### src/design/frm_pkg.sv
// ----------------------------------------------------------------------------
// frm_pkg
// Shared types and constants of the frame rate meter/limiter.
// ----------------------------------------------------------------------------
package frm_pkg;

  localparam int NOW_W   = 32;
  localparam int FT_W    = 16;
  localparam int FPS_W   = 18;
  localparam int DELAY_W = 10;
  localparam int FPS_CFG_W = 10;
  localparam int SUM_W   = 20;
  localparam int FILL_W  = 4;   // window is at most 15 entries
  localparam int DIV_W   = 22;  // 15 * 256000 fits in 22 bits
  localparam int REM_W   = SUM_W + 1;
  localparam int STEP_W  = 5;

  localparam logic CMD_BEGIN = 1'b0;
  localparam logic CMD_END   = 1'b1;

  localparam logic [FPS_CFG_W-1:0] MAX_FPS_RESET = 10'd60;
  localparam int FPS_SCALE   = 256000;
  localparam logic [FPS_W-1:0] FPS_SAT     = 18'd256000;
  localparam logic [FPS_W-1:0] FPS_DEFAULT = 18'd15360;

  localparam int PERIOD_NUM   = 1000;
  localparam logic [STEP_W-1:0] PERIOD_STEPS = 5'd10;
  localparam logic [STEP_W-1:0] FPS_STEPS    = 5'd22;
  // 1000 left-aligned so that ten steps leave the quotient in the low bits
  localparam logic [DIV_W-1:0] PERIOD_DIVIDEND =
    DIV_W'(PERIOD_NUM) << (DIV_W - 10);

  typedef enum logic [5:0] {
    ST_IDLE   = 6'b000001,
    ST_RING   = 6'b000010,
    ST_PDIV   = 6'b000100,
    ST_FSTART = 6'b001000,
    ST_FDIV   = 6'b010000,
    ST_DONE   = 6'b100000
  } frm_state_t;

  typedef struct packed {
    logic              start;
    logic [DIV_W-1:0]  dividend;
    logic [SUM_W-1:0]  divisor;
    logic [STEP_W-1:0] steps;
  } frm_div_req_t;

  typedef struct packed {
    logic             done;
    logic [DIV_W-1:0] quotient;
  } frm_div_rsp_t;

endpackage

### src/design/frame_rate_meter_limiter.sv
// ----------------------------------------------------------------------------
// frame_rate_meter_limiter
// Moving-average frame rate meter and frame rate limiter (delay report).
// ----------------------------------------------------------------------------
//  channel  | handshake              | payload
//  ---------+------------------------+----------------------------------------
//  in       | in_valid / in_ready    | in_command, in_now_ms
//  out      | out_valid / out_ready  | out_fps_q8, out_frame_time_ms,
//           |                        | out_delay_ms
//  cfg      | cfg_valid / cfg_ready  | cfg_max_fps (cfg_ready always high)
//
//  Begin: no result. End: in_ready low until the result is loaded into the output
//  register, which raises out_valid; ten shared-divider steps for the limiter period,
//  22 for the rate, and the sequencing states (ring, two done checks, launch, load).
//  An all-zero window skips the rate division.
//  A result waits in the output register while the next input is taken; a second
//  one holds the sequencer, and in_ready, until it drains. rst_n: sync, active low.
// ----------------------------------------------------------------------------
module frame_rate_meter_limiter
  import frm_pkg::*;
#(
  parameter int WINDOW = 10   // 1 to 15
) (
  input  logic                 clk,
  input  logic                 rst_n,
  input  logic                 in_valid,
  output logic                 in_ready,
  input  logic                 in_command,
  input  logic [NOW_W-1:0]     in_now_ms,
  output logic                 out_valid,
  input  logic                 out_ready,
  output logic [FPS_W-1:0]     out_fps_q8,
  output logic [FT_W-1:0]      out_frame_time_ms,
  output logic [DELAY_W-1:0]   out_delay_ms,
  input  logic                 cfg_valid,
  output logic                 cfg_ready,
  input  logic [FPS_CFG_W-1:0] cfg_max_fps
);

  frm_state_t state_r, state_nxt;

  // control state
  logic [FPS_CFG_W-1:0] max_fps_r;
  logic [NOW_W-1:0]     frame_start_r;
  logic [NOW_W-1:0]     previous_end_r;
  logic                 seen_end_r;
  logic                 out_valid_r;

  // per-item working registers
  logic [NOW_W-1:0]   elapsed_r;
  logic [FT_W-1:0]    ft_r;
  logic [DELAY_W-1:0] delay_r;
  logic [FPS_W-1:0]   fps_r;
  logic [FPS_W-1:0]   out_fps_r;
  logic [FT_W-1:0]    out_ft_r;
  logic [DELAY_W-1:0] out_delay_r;

  logic               in_xfer;
  logic               end_xfer;
  logic [NOW_W-1:0]   diff;
  logic [FT_W-1:0]    ft_new;
  logic [FPS_CFG_W-1:0] lim;
  logic [DELAY_W-1:0] period;
  logic               load_out;

  frm_div_req_t       div_req;
  frm_div_rsp_t       div_rsp;
  logic [SUM_W-1:0]   ring_sum;
  logic [FILL_W-1:0]  ring_fill;

  assign in_ready  = (state_r == ST_IDLE);
  assign cfg_ready = 1'b1;
  assign in_xfer   = in_valid && in_ready;
  assign end_xfer  = in_xfer && (in_command == CMD_END);

  // frame time: wrapping difference, saturated; zero on the first end
  assign diff   = in_now_ms - previous_end_r;
  assign ft_new = !seen_end_r         ? '0 :
                  (diff[NOW_W-1:FT_W] != '0) ? '1 : diff[FT_W-1:0];

  // a zero limit behaves as one frame per second
  assign lim    = (max_fps_r == '0) ? FPS_CFG_W'(1) : max_fps_r;
  assign period = div_rsp.quotient[DELAY_W-1:0];

  assign load_out = (state_r == ST_DONE) && (!out_valid_r || out_ready);

  // divider requests: period in RING, rate in FSTART (skipped on zero sum)
  always_comb begin
    div_req.start    = 1'b0;
    div_req.dividend = PERIOD_DIVIDEND;
    div_req.divisor  = SUM_W'(lim);
    div_req.steps    = PERIOD_STEPS;
    if (state_r == ST_RING) begin
      div_req.start = 1'b1;
    end else if (state_r == ST_FSTART) begin
      div_req.start    = (ring_sum != '0);
      div_req.dividend = DIV_W'(ring_fill * FPS_SCALE);
      div_req.divisor  = ring_sum;
      div_req.steps    = FPS_STEPS;
    end
  end

  always_comb begin
    state_nxt = state_r;
    unique case (state_r)
      ST_IDLE:   if (end_xfer) state_nxt = ST_RING;
      ST_RING:   state_nxt = ST_PDIV;
      ST_PDIV:   if (div_rsp.done) state_nxt = ST_FSTART;
      ST_FSTART: state_nxt = (ring_sum == '0) ? ST_DONE : ST_FDIV;
      ST_FDIV:   if (div_rsp.done) state_nxt = ST_DONE;
      ST_DONE:   if (load_out) state_nxt = ST_IDLE;
      default:   state_nxt = ST_IDLE;
    endcase
  end

  always_ff @(posedge clk) begin
    if (!rst_n) begin
      state_r        <= ST_IDLE;
      max_fps_r      <= MAX_FPS_RESET;
      frame_start_r  <= '0;
      previous_end_r <= '0;
      seen_end_r     <= 1'b0;
      out_valid_r    <= 1'b0;
    end else begin
      state_r <= state_nxt;
      if (cfg_valid && cfg_ready) begin
        max_fps_r <= cfg_max_fps;
      end
      if (in_xfer && (in_command == CMD_BEGIN)) begin
        frame_start_r <= in_now_ms;
      end
      if (end_xfer) begin
        previous_end_r <= in_now_ms;
        seen_end_r     <= 1'b1;
      end
      if (load_out) begin
        out_valid_r <= 1'b1;
      end else if (out_ready) begin
        out_valid_r <= 1'b0;
      end
    end
  end

  // payload, no reset
  always_ff @(posedge clk) begin
    if (end_xfer) begin
      ft_r      <= ft_new;
      elapsed_r <= in_now_ms - frame_start_r;
    end
    if ((state_r == ST_PDIV) && div_rsp.done) begin
      delay_r <= (NOW_W'(period) > elapsed_r) ? period - elapsed_r[DELAY_W-1:0] : '0;
    end
    if ((state_r == ST_FSTART) && (ring_sum == '0)) begin
      fps_r <= FPS_DEFAULT;
    end
    if ((state_r == ST_FDIV) && div_rsp.done) begin
      fps_r <= (div_rsp.quotient > DIV_W'(FPS_SAT)) ? FPS_SAT
                                                   : div_rsp.quotient[FPS_W-1:0];
    end
    if (load_out) begin
      out_fps_r   <= fps_r;
      out_ft_r    <= ft_r;
      out_delay_r <= delay_r;
    end
  end

  frm_ring #(
    .WINDOW (WINDOW)
  ) u_ring (
    .clk   (clk),
    .rst_n (rst_n),
    .push  (state_r == ST_RING),
    .ft    (ft_r),
    .sum   (ring_sum),
    .fill  (ring_fill)
  );

  frm_div u_div (
    .clk   (clk),
    .rst_n (rst_n),
    .req   (div_req),
    .rsp   (div_rsp)
  );

  assign out_valid         = out_valid_r;
  assign out_fps_q8        = out_fps_r;
  assign out_frame_time_ms = out_ft_r;
  assign out_delay_ms      = out_delay_r;

endmodule

### src/design/frm_div.sv
// ----------------------------------------------------------------------------
// frm_div
// Shared restoring divider, one quotient bit per cycle.
// ----------------------------------------------------------------------------
module frm_div
  import frm_pkg::*;
(
  input  logic         clk,
  input  logic         rst_n,
  input  frm_div_req_t req,
  output frm_div_rsp_t rsp
);

  logic [REM_W-1:0]  rem_r;
  logic [DIV_W-1:0]  quo_r;
  logic [STEP_W-1:0] count_r;
  logic [SUM_W-1:0]  divisor_r;
  logic              busy_r;
  logic              done_r;
  logic [REM_W-1:0]  trial;
  logic              fits;

  assign trial = {rem_r[REM_W-2:0], quo_r[DIV_W-1]};
  assign fits  = trial >= {1'b0, divisor_r};

  always_ff @(posedge clk) begin
    if (!rst_n) begin
      busy_r  <= 1'b0;
      done_r  <= 1'b0;
      count_r <= '0;
    end else if (req.start) begin
      busy_r  <= 1'b1;
      done_r  <= 1'b0;
      count_r <= req.steps;
    end else if (busy_r) begin
      count_r <= count_r - 1'b1;
      if (count_r == STEP_W'(1)) begin
        busy_r <= 1'b0;
        done_r <= 1'b1;
      end
    end else begin
      done_r <= 1'b0;
    end
  end

  always_ff @(posedge clk) begin
    if (req.start) begin
      rem_r     <= '0;
      quo_r     <= req.dividend;
      divisor_r <= req.divisor;
    end else if (busy_r) begin
      rem_r <= fits ? (trial - {1'b0, divisor_r}) : trial;
      quo_r <= {quo_r[DIV_W-2:0], fits};
    end
  end

  assign rsp.done     = done_r;
  assign rsp.quotient = quo_r;

endmodule

### src/design/frm_ring.sv
// ----------------------------------------------------------------------------
// frm_ring
// Ring of the last WINDOW frame times with running sum and fill count.
// ----------------------------------------------------------------------------
module frm_ring
  import frm_pkg::*;
#(
  parameter int WINDOW = 10
) (
  input  logic              clk,
  input  logic              rst_n,
  input  logic              push,
  input  logic [FT_W-1:0]   ft,
  output logic [SUM_W-1:0]  sum,
  output logic [FILL_W-1:0] fill
);

  localparam int PTR_W = (WINDOW > 1) ? $clog2(WINDOW) : 1;

  logic [FT_W-1:0]   ring_r [WINDOW];
  logic [PTR_W-1:0]  ptr_r;
  logic [FILL_W-1:0] fill_r;
  logic [SUM_W-1:0]  sum_r;
  logic              full;
  logic [FT_W-1:0]   old_ft;

  assign full   = fill_r >= FILL_W'(WINDOW);
  assign old_ft = full ? ring_r[ptr_r] : '0;   // entry read only once written

  always_ff @(posedge clk) begin
    if (!rst_n) begin
      ptr_r  <= '0;
      fill_r <= '0;
      sum_r  <= '0;
    end else if (push) begin
      sum_r  <= sum_r - SUM_W'(old_ft) + SUM_W'(ft);
      ptr_r  <= (ptr_r == PTR_W'(WINDOW - 1)) ? '0 : ptr_r + 1'b1;
      if (!full) begin
        fill_r <= fill_r + 1'b1;
      end
    end
  end

  always_ff @(posedge clk) begin
    if (push) begin
      ring_r[ptr_r] <= ft;
    end
  end

  assign sum  = sum_r;
  assign fill = fill_r;

endmodule

### config.mk
export PLATFORM = sky130hd
export DESIGN_NAME = frame_rate_meter_limiter
export DESIGN_NICKNAME = d
export VERILOG_FILES = /design/src/design/frm_pkg.sv /design/src/design/frame_rate_meter_limiter.sv /design/src/design/frm_div.sv /design/src/design/frm_ring.sv
export SDC_FILE = /design/constraint.sdc
export NUM_CORES = 1
export LEC_CHECK = 0
export BUFFER_PORTS_ARGS = -buffer_cell sky130_fd_sc_hd__buf_4
export CORE_MARGIN = 4
export CORE_UTILIZATION = 35
export DETAILED_ROUTE_END_ITERATION = 8
export HOLD_SLACK_MARGIN = 0.02
export PLACE_DENSITY = 0.52
export RECOVER_POWER = 100
export SETUP_SLACK_MARGIN = 0.1
export SYNTH_ARGS = -nofsm -noshare
export SYNTH_HDL_FRONTEND = slang
export SYNTH_SLANG_ARGS = --single-unit
### constraint.sdc
create_clock -name clk -period 6.3 [get_ports clk]
set_input_delay 0.315 -clock clk [delete_from_list [all_inputs] [get_ports clk]]
set_output_delay 0.315 -clock clk [all_outputs]
set_load 0.005 [all_outputs]
==> results of run 1 <==
-- layout make-up --
| type | instances | share of cell area |
|---|---|---|
| flip-flops and latches | 463 | 0.447 |
| multi-input cells | 1493 | 0.374 |
| clock buffers | 61 | 0.0489 |
| repair buffers | 166 | 0.0453 |
| well taps | 873 | 0.0391 |
| inverters | 211 | 0.0284 |
| clock inverters | 38 | 0.0165 |
| diodes | 10 | 0.000896 |
-- synth_stat cells, types with 23 or more instances --
master	number
nand3_1	36
a211oi_1	51
nor2b_1	35
nor4_1	23
a21o_1	30
mux2i_1	33
xnor2_1	57
clkbuf_1	67
nand2b_1	29
xor2_1	30
dfxtp_1	141
o21ai_0	106
nor3_1	47
inv_1	208
a31oi_1	32
edfxtp_1	322
a21oi_1	183
and3_1	24
fa_1	27
ha_1	133
mux4_2	32
nand2_1	252
nor2_1	129
-- routing by layer --
| metal | global-route usage | up-vias | part of all wire |
|---|---|---|---|
| li1 | - | 8434 | - |
| met1 | 0.212 | 8083 | 0.45 |
| met2 | 0.267 | 351 | 0.47 |
| met3 | 0.0268 | 89 | 0.048 |
| met4 | 0.0527 | 2 | 0.029 |
| met5 | 0 | - | 0.00022 |
-- worst paths after layout --
check | endpoint | depth (start not counted) | slack [ns] | start
hold / removal | max_fps_r[7] | 3 | 0.12 | cfg_valid
setup reg to reg | u_ring.ring_r[5][11] | 4 | 0.87 | state_r[2]
hold reg to reg | out_fps_q8[3] | 0 | 0.42 | fps_r[3]
setup / recovery | u_ring.ring_r[5][11] | 4 | 0.87 | state_r[2]
-- sequential cells by signal, summed over array words and instances, names as in the netlist, 16 cells and up, named ones only --
name,cells
ft_r,16
u_div.rem_r,20
u_div.divisor_r,20
previous_end_r,32
u_ring.sum,20
out_frame_time_ms,16
fps_r,18
u_ring.ring_r,160
u_div.quo_r,22
out_fps_q8,18
frame_start_r,32
elapsed_r,32
-- cell families (layout without fill, tap and decap cells) --
family                     Yosys count  in the layout  share of synthesized area
DFF                                463            463                      0.520
other                                1             11                   0.000156
and+or+nand+nor                    653            653                      0.129
AOI/OAI and AO/OA                  526            526                      0.137
buffers and inverters              292            476                     0.0461
adders and majority gates          160            160                     0.0917
muxes                               66             66                     0.0442
xor gates and xnor gates            87             87                     0.0317
-- report_power, final --
group          total [mW]  switching (mW)  internal, mW  leakage (nW)
registers            3.71           0.176          3.53          4.02
logic                2.11            1.25         0.868          5.23
clock network        3.24            1.27          1.97         0.888
total                9.06            2.69          6.37          10.1
-- worst register-to-register path, delay by kind of cell, from the launching register on --
| family | cells | cell delay (ns) |
|---|---|---|
| AND/OR/NAND/NOR | 3 | 3.79 |
| buffers and inverters | 1 | 0.80 |
| flip-flops | 1 | 0.36 |
==> out/summary.txt, run 1 <==
Status - complete, but fails checks
Failing checks - max-capacitance violations, max-slew violations
Number of port buffers - 93
Hold Worst Slack - 0.124 ns
Slew HR - -1.19
Required @ worst endpoint - 6.43 ns
Setup WS pre-CTS - 1.36 ns
Resize count post-CTS - 0
Clock skew - 0.0176 ns
Final hold vios - 0
TritonCTS sink count - 463
VDD IR-drop max - 0.193 mV
Worst setup EP type - flop
DR DRC count - 0
Post-synth cell types - 79
Final std cells w/o fill - 3315
Starting density of the core - 0.355
Vias in the first global route - 16700
Async SR Flop Fraction - 0
Worst-path maximum fanout - 43
WL/cell - 17.9 um
Least-Margin Pin Slew - 3.28 ns
CTS HTree Levels - 2
Synthesized Nets - 2456
Most frequent cells in the layout - edfxtp_1, nand2_1, inv_1
Worst Hold Class - input pin to flop
Setup Crit Path Kind - flop to flop
Number of synthesized flops with an enable pin - 322
Cell Area, Synth - 24000 sq um
Drt total wl - 59200 um
Worst path cell trace - or4_1 > or3b_2 > clkbuf_1 > nor3_1
Seq. cell area - 12500 sq um
Die H - 270 um
Multi-input gate area - 10400 sq um
Setup_tns - 0 ns
Reg clk slew, reported paths - 0.06 ns
Share of layout cells above drive strength 1 - 0.0979
Period utilisation layout - 0.861
Synth Area per Inst - 10.7 sq um
Worst path bufs/invs - 1
Cells after DPL - 3159
Die X - 270 um
Design Power - 9.06 mW
Routed Antenna Nets - 0
Critical path's top delay family - simple AND/OR/NAND/NOR gates
Area leader, netlist - edfxtp_1
Ys flop type - edfxtp_1
Postcts setup bufs - 0
Clock Latency Late Sink - 0.60 ns
Synth top area cells - edfxtp_1, dfxtp_1, ha_1, nand2_1, a21oi_1
Area share of the largest cell type after synthesis - 0.402
Grt ovf - 0
Antenna violations before repair - 11
Die outline area - 72900 sq um
Final worst path period need - 5.43 ns
CP Launch Type - flop
Syn-to-layout area delta - 16.2%
Final Util - 0.413
First-pass GRT wire length - 94000 um
Pwr per Cell Area - 324 nW/um^2
Critical Path Slowest Stage Cell - nor3_1
Hold Buf Count CTS - 47
Final WS setup - 0.873 ns
Global Route Usage Sum - 0.160
Max incr delay on CP - 2.69 ns
Detailed Place HPWL - 41900 um
CORE AREA - 67600 sq um
CTS tree - yes
Max-slew violation count - 368
Layout Cell Area excl Fill - 27900 sq um
Seq cells post-synth - 463
P_leak - 10.1 nW
Gpl congestion - 0.877
Count of TritonRoute iterations in the first routing pass - 5
Peak Freq - 184 MHz
First DRT Iteration DRCs - 1144
Site Rows - 95
RSZ-0062 raised after global routing - false
Detailed-route via count - 17000
Layout Nets - 2596
# IOs - 95
Via-to-Cell Ratio - 5.12
CTS max path bufs - 3
YS warnings - 0
Fill cell count - 6463
Placed Area - 25800 sq um
Crit path DAT - 5.56 ns
Clock root buffer - clkbuf_16
Register area share after synthesis - 0.520
Final Setup Violations - 0
Post-Syn Instances - 2248
CTS Buf Count - 53
Commonest non-fill, non-tap cell in the layout - edfxtp_1
Largest net degree at the start of global routing - 96
Max_cap viols - 11
Power figures use the tool's default switching activity.
==> run 2: changes to the inputs <==
CTS_BUF_LIST = sky130_fd_sc_hd__clkbuf_16   (was default)
==> out/summary.txt, run 2 (same netlist as run 1, synthesis figures left out) <==
Largest net degree at the start of global routing - 96 (unchanged)
Worst setup path end - u_ring.ring_r[5][11] (unchanged)
Layout Cell Area excl Fill - 27900 sq um (about the same)
Reg2reg start - state_r[2] (unchanged)
Setup_tns - 0 ns (unchanged)
Worst Hold Class - input pin to flop (unchanged)
Required @ worst endpoint - 6.43 ns (about the same)
Count of TritonRoute iterations in the first routing pass - 5 (unchanged)
Max incr delay on CP - 2.67 ns (was 2.69 ns)
Detailed-route via count - 17000 (about the same)
Worst path cell trace - or4_1 > or3b_2 > clkbuf_1 > nor3_1 (unchanged)
Slew HR - -1.19 (about the same)
CTS HTree Levels - 2 (unchanged)
Number of port buffers - 93 (unchanged)
VDD IR-drop max - 0.193 mV (about the same)
Resize count post-CTS - 0 (unchanged)
Most frequent cells in the layout - edfxtp_1, nand2_1, inv_1 (unchanged)
Critical path's top delay family - simple AND/OR/NAND/NOR gates (unchanged)
Placed Area - 25800 sq um (unchanged)
Layout Nets - 2596 (unchanged)
Critical Path Slowest Stage Cell - nor3_1 (unchanged)
Final Util - 0.413 (about the same)
Final Setup Violations - 0 (unchanged)
Max-slew violation count - 368 (unchanged)
Flip-flop count of the largest register after layout - 160 (unchanged)
Worst-path maximum fanout - 43 (unchanged)
Antenna violations before repair - 11 (unchanged)
Crit path DAT - 5.53 ns (was 5.56 ns)
Worst path bufs/invs - 1 (unchanged)
Die X - 270 um (unchanged)
Site Rows - 95 (unchanged)
Postcts setup bufs - 0 (unchanged)
CTS tree - yes (unchanged)
RR Endpoint - u_ring.ring_r[5][11] (unchanged)
Detailed Place HPWL - 41900 um (unchanged)
Max_cap viols - 11 (unchanged)
Drt total wl - 59200 um (about the same)
Syn-to-layout area delta - 16.2% (about the same)
Clock skew - 0.0152 ns (was 0.0176 ns)
Final worst path period need - 5.40 ns (was 5.43 ns)
Clock Latency Late Sink - 0.60 ns (about the same)
Vias in the first global route - 16700 (about the same)
Worst Hold Launch - cfg_valid (unchanged)
Routed Antenna Nets - 0 (unchanged)
P_leak - 10.2 nW (was 10.1 nW)
Flop-to-flop setup slack - 0.90 ns (was 0.87 ns)
Via-to-Cell Ratio - 5.12 (about the same)
Final hold vios - 0 (unchanged)
Die H - 270 um (unchanged)
Worst Setup SP - state_r[2] (unchanged)
RSZ-0062 raised after global routing - false (unchanged)
Hold Buf Count CTS - 47 (unchanged)
First-pass GRT wire length - 94000 um (about the same)
CORE AREA - 67600 sq um (unchanged)
Clock root buffer - clkbuf_16 (unchanged)
First DRT Iteration DRCs - 1098 (was 1144)
Worst setup EP type - flop (unchanged)
Global Route Usage Sum - 0.160 (about the same)
Pwr per Cell Area - 324 nW/um^2 (about the same)
Die outline area - 72900 sq um (unchanged)
Worst r2r path cells - 4 (unchanged)
Share of layout cells above drive strength 1 - 0.0975 (was 0.0979)
TritonCTS sink count - 463 (unchanged)
WL/cell - 17.8 um (was 17.9 um)
Starting density of the core - 0.355 (unchanged)
Setup Crit Path Kind - flop to flop (unchanged)
Largest reg by FF count - u_ring.ring_r (unchanged)
DR DRC count - 0 (unchanged)
Status - complete, but fails checks (unchanged)
CP Launch Type - flop (unchanged)
Grt ovf - 0 (unchanged)
Least-Margin Pin Slew - 3.27 ns (was 3.28 ns)
Gpl congestion - 0.877 (unchanged)
Levels on crit path - 4 (unchanged)
CTS Buf Count - 53 (unchanged)
Failing checks - max-capacitance violations, max-slew violations (unchanged)
Design Power - 9.04 mW (was 9.06 mW)
Commonest non-fill, non-tap cell in the layout - edfxtp_1 (unchanged)
CTS max path bufs - 3 (unchanged)
Peak Freq - 185 MHz (was 184 MHz)
Reg clk slew, reported paths - 0.06 ns (about the same)
# IOs - 95 (unchanged)
Period utilisation layout - 0.857 (was 0.861)
## run 2: cell count changes in the layout (fill, tap and decap cells not counted), sizes merged
cell,delta
clkbuf,-8
clkinv,+1
inv,+7
## run 2: where the power goes
part           leakage [nW]  total, mW  switching, mW  internal [mW]
logic                  5.23       2.11           1.25          0.868
registers              4.02       3.71          0.176           3.53
clock network         0.911       3.21           1.27           1.94
total                  10.2       9.04           2.69           6.34
## run 2: routing by layer
layer,wire length (um),track usage,share of wire,vias to the layer above
li1,-,-,-,8440
met1,26800,0.212,0.45,8132
met2,27900,0.267,0.47,327
met3,2700,0.0268,0.046,87
met4,1740,0.0527,0.029,2
met5,13,0,0.00022,-
## run 2: cell type report
type | count | area [sq um]
clock inverters | 46 | 492
inverters | 211 | 793
clock buffers | 53 | 1330
multi-input cells | 1493 | 10400
diodes | 10 | 25.0
well taps | 873 | 1090
repair buffers | 166 | 1260
fillers | 6463 | 39700
flip-flops and latches | 463 | 12500
## run 2: worst min path at each step
stage | endpoint | cells past startpoint
after floorplan | out_delay_ms[0] | 0
after global placement | out_delay_ms[3] | 0
after detailed placement | out_fps_q8[13] | 0
after global routing | max_fps_r[8] | 3
after CTS | max_fps_r[7] | 3
final | max_fps_r[7] | 3
## run 2: worst register-to-register path: cells and delay by family (launching register included)
kind / cells / cell delay [ns]
simple gates: 3 / 3.77
flops: 1 / 0.35
buf+inv: 1 / 0.80
## run 2: through the flow
stage | setup slack (ns) | cells | hold WS (ns)
6_report | 0.898 | 3315 | 0.124
5_1_grt | 0.617 | 3313 | 0.132
4_1_cts | 1.35 | 3305 | 0.0940
3_5_place_dp | 1.36 | 3159 | 0.405
3_3_place_gp | 1.44 | 3159 | 0.411
2_1_floorplan | 1.52 | 2248 | 0.400
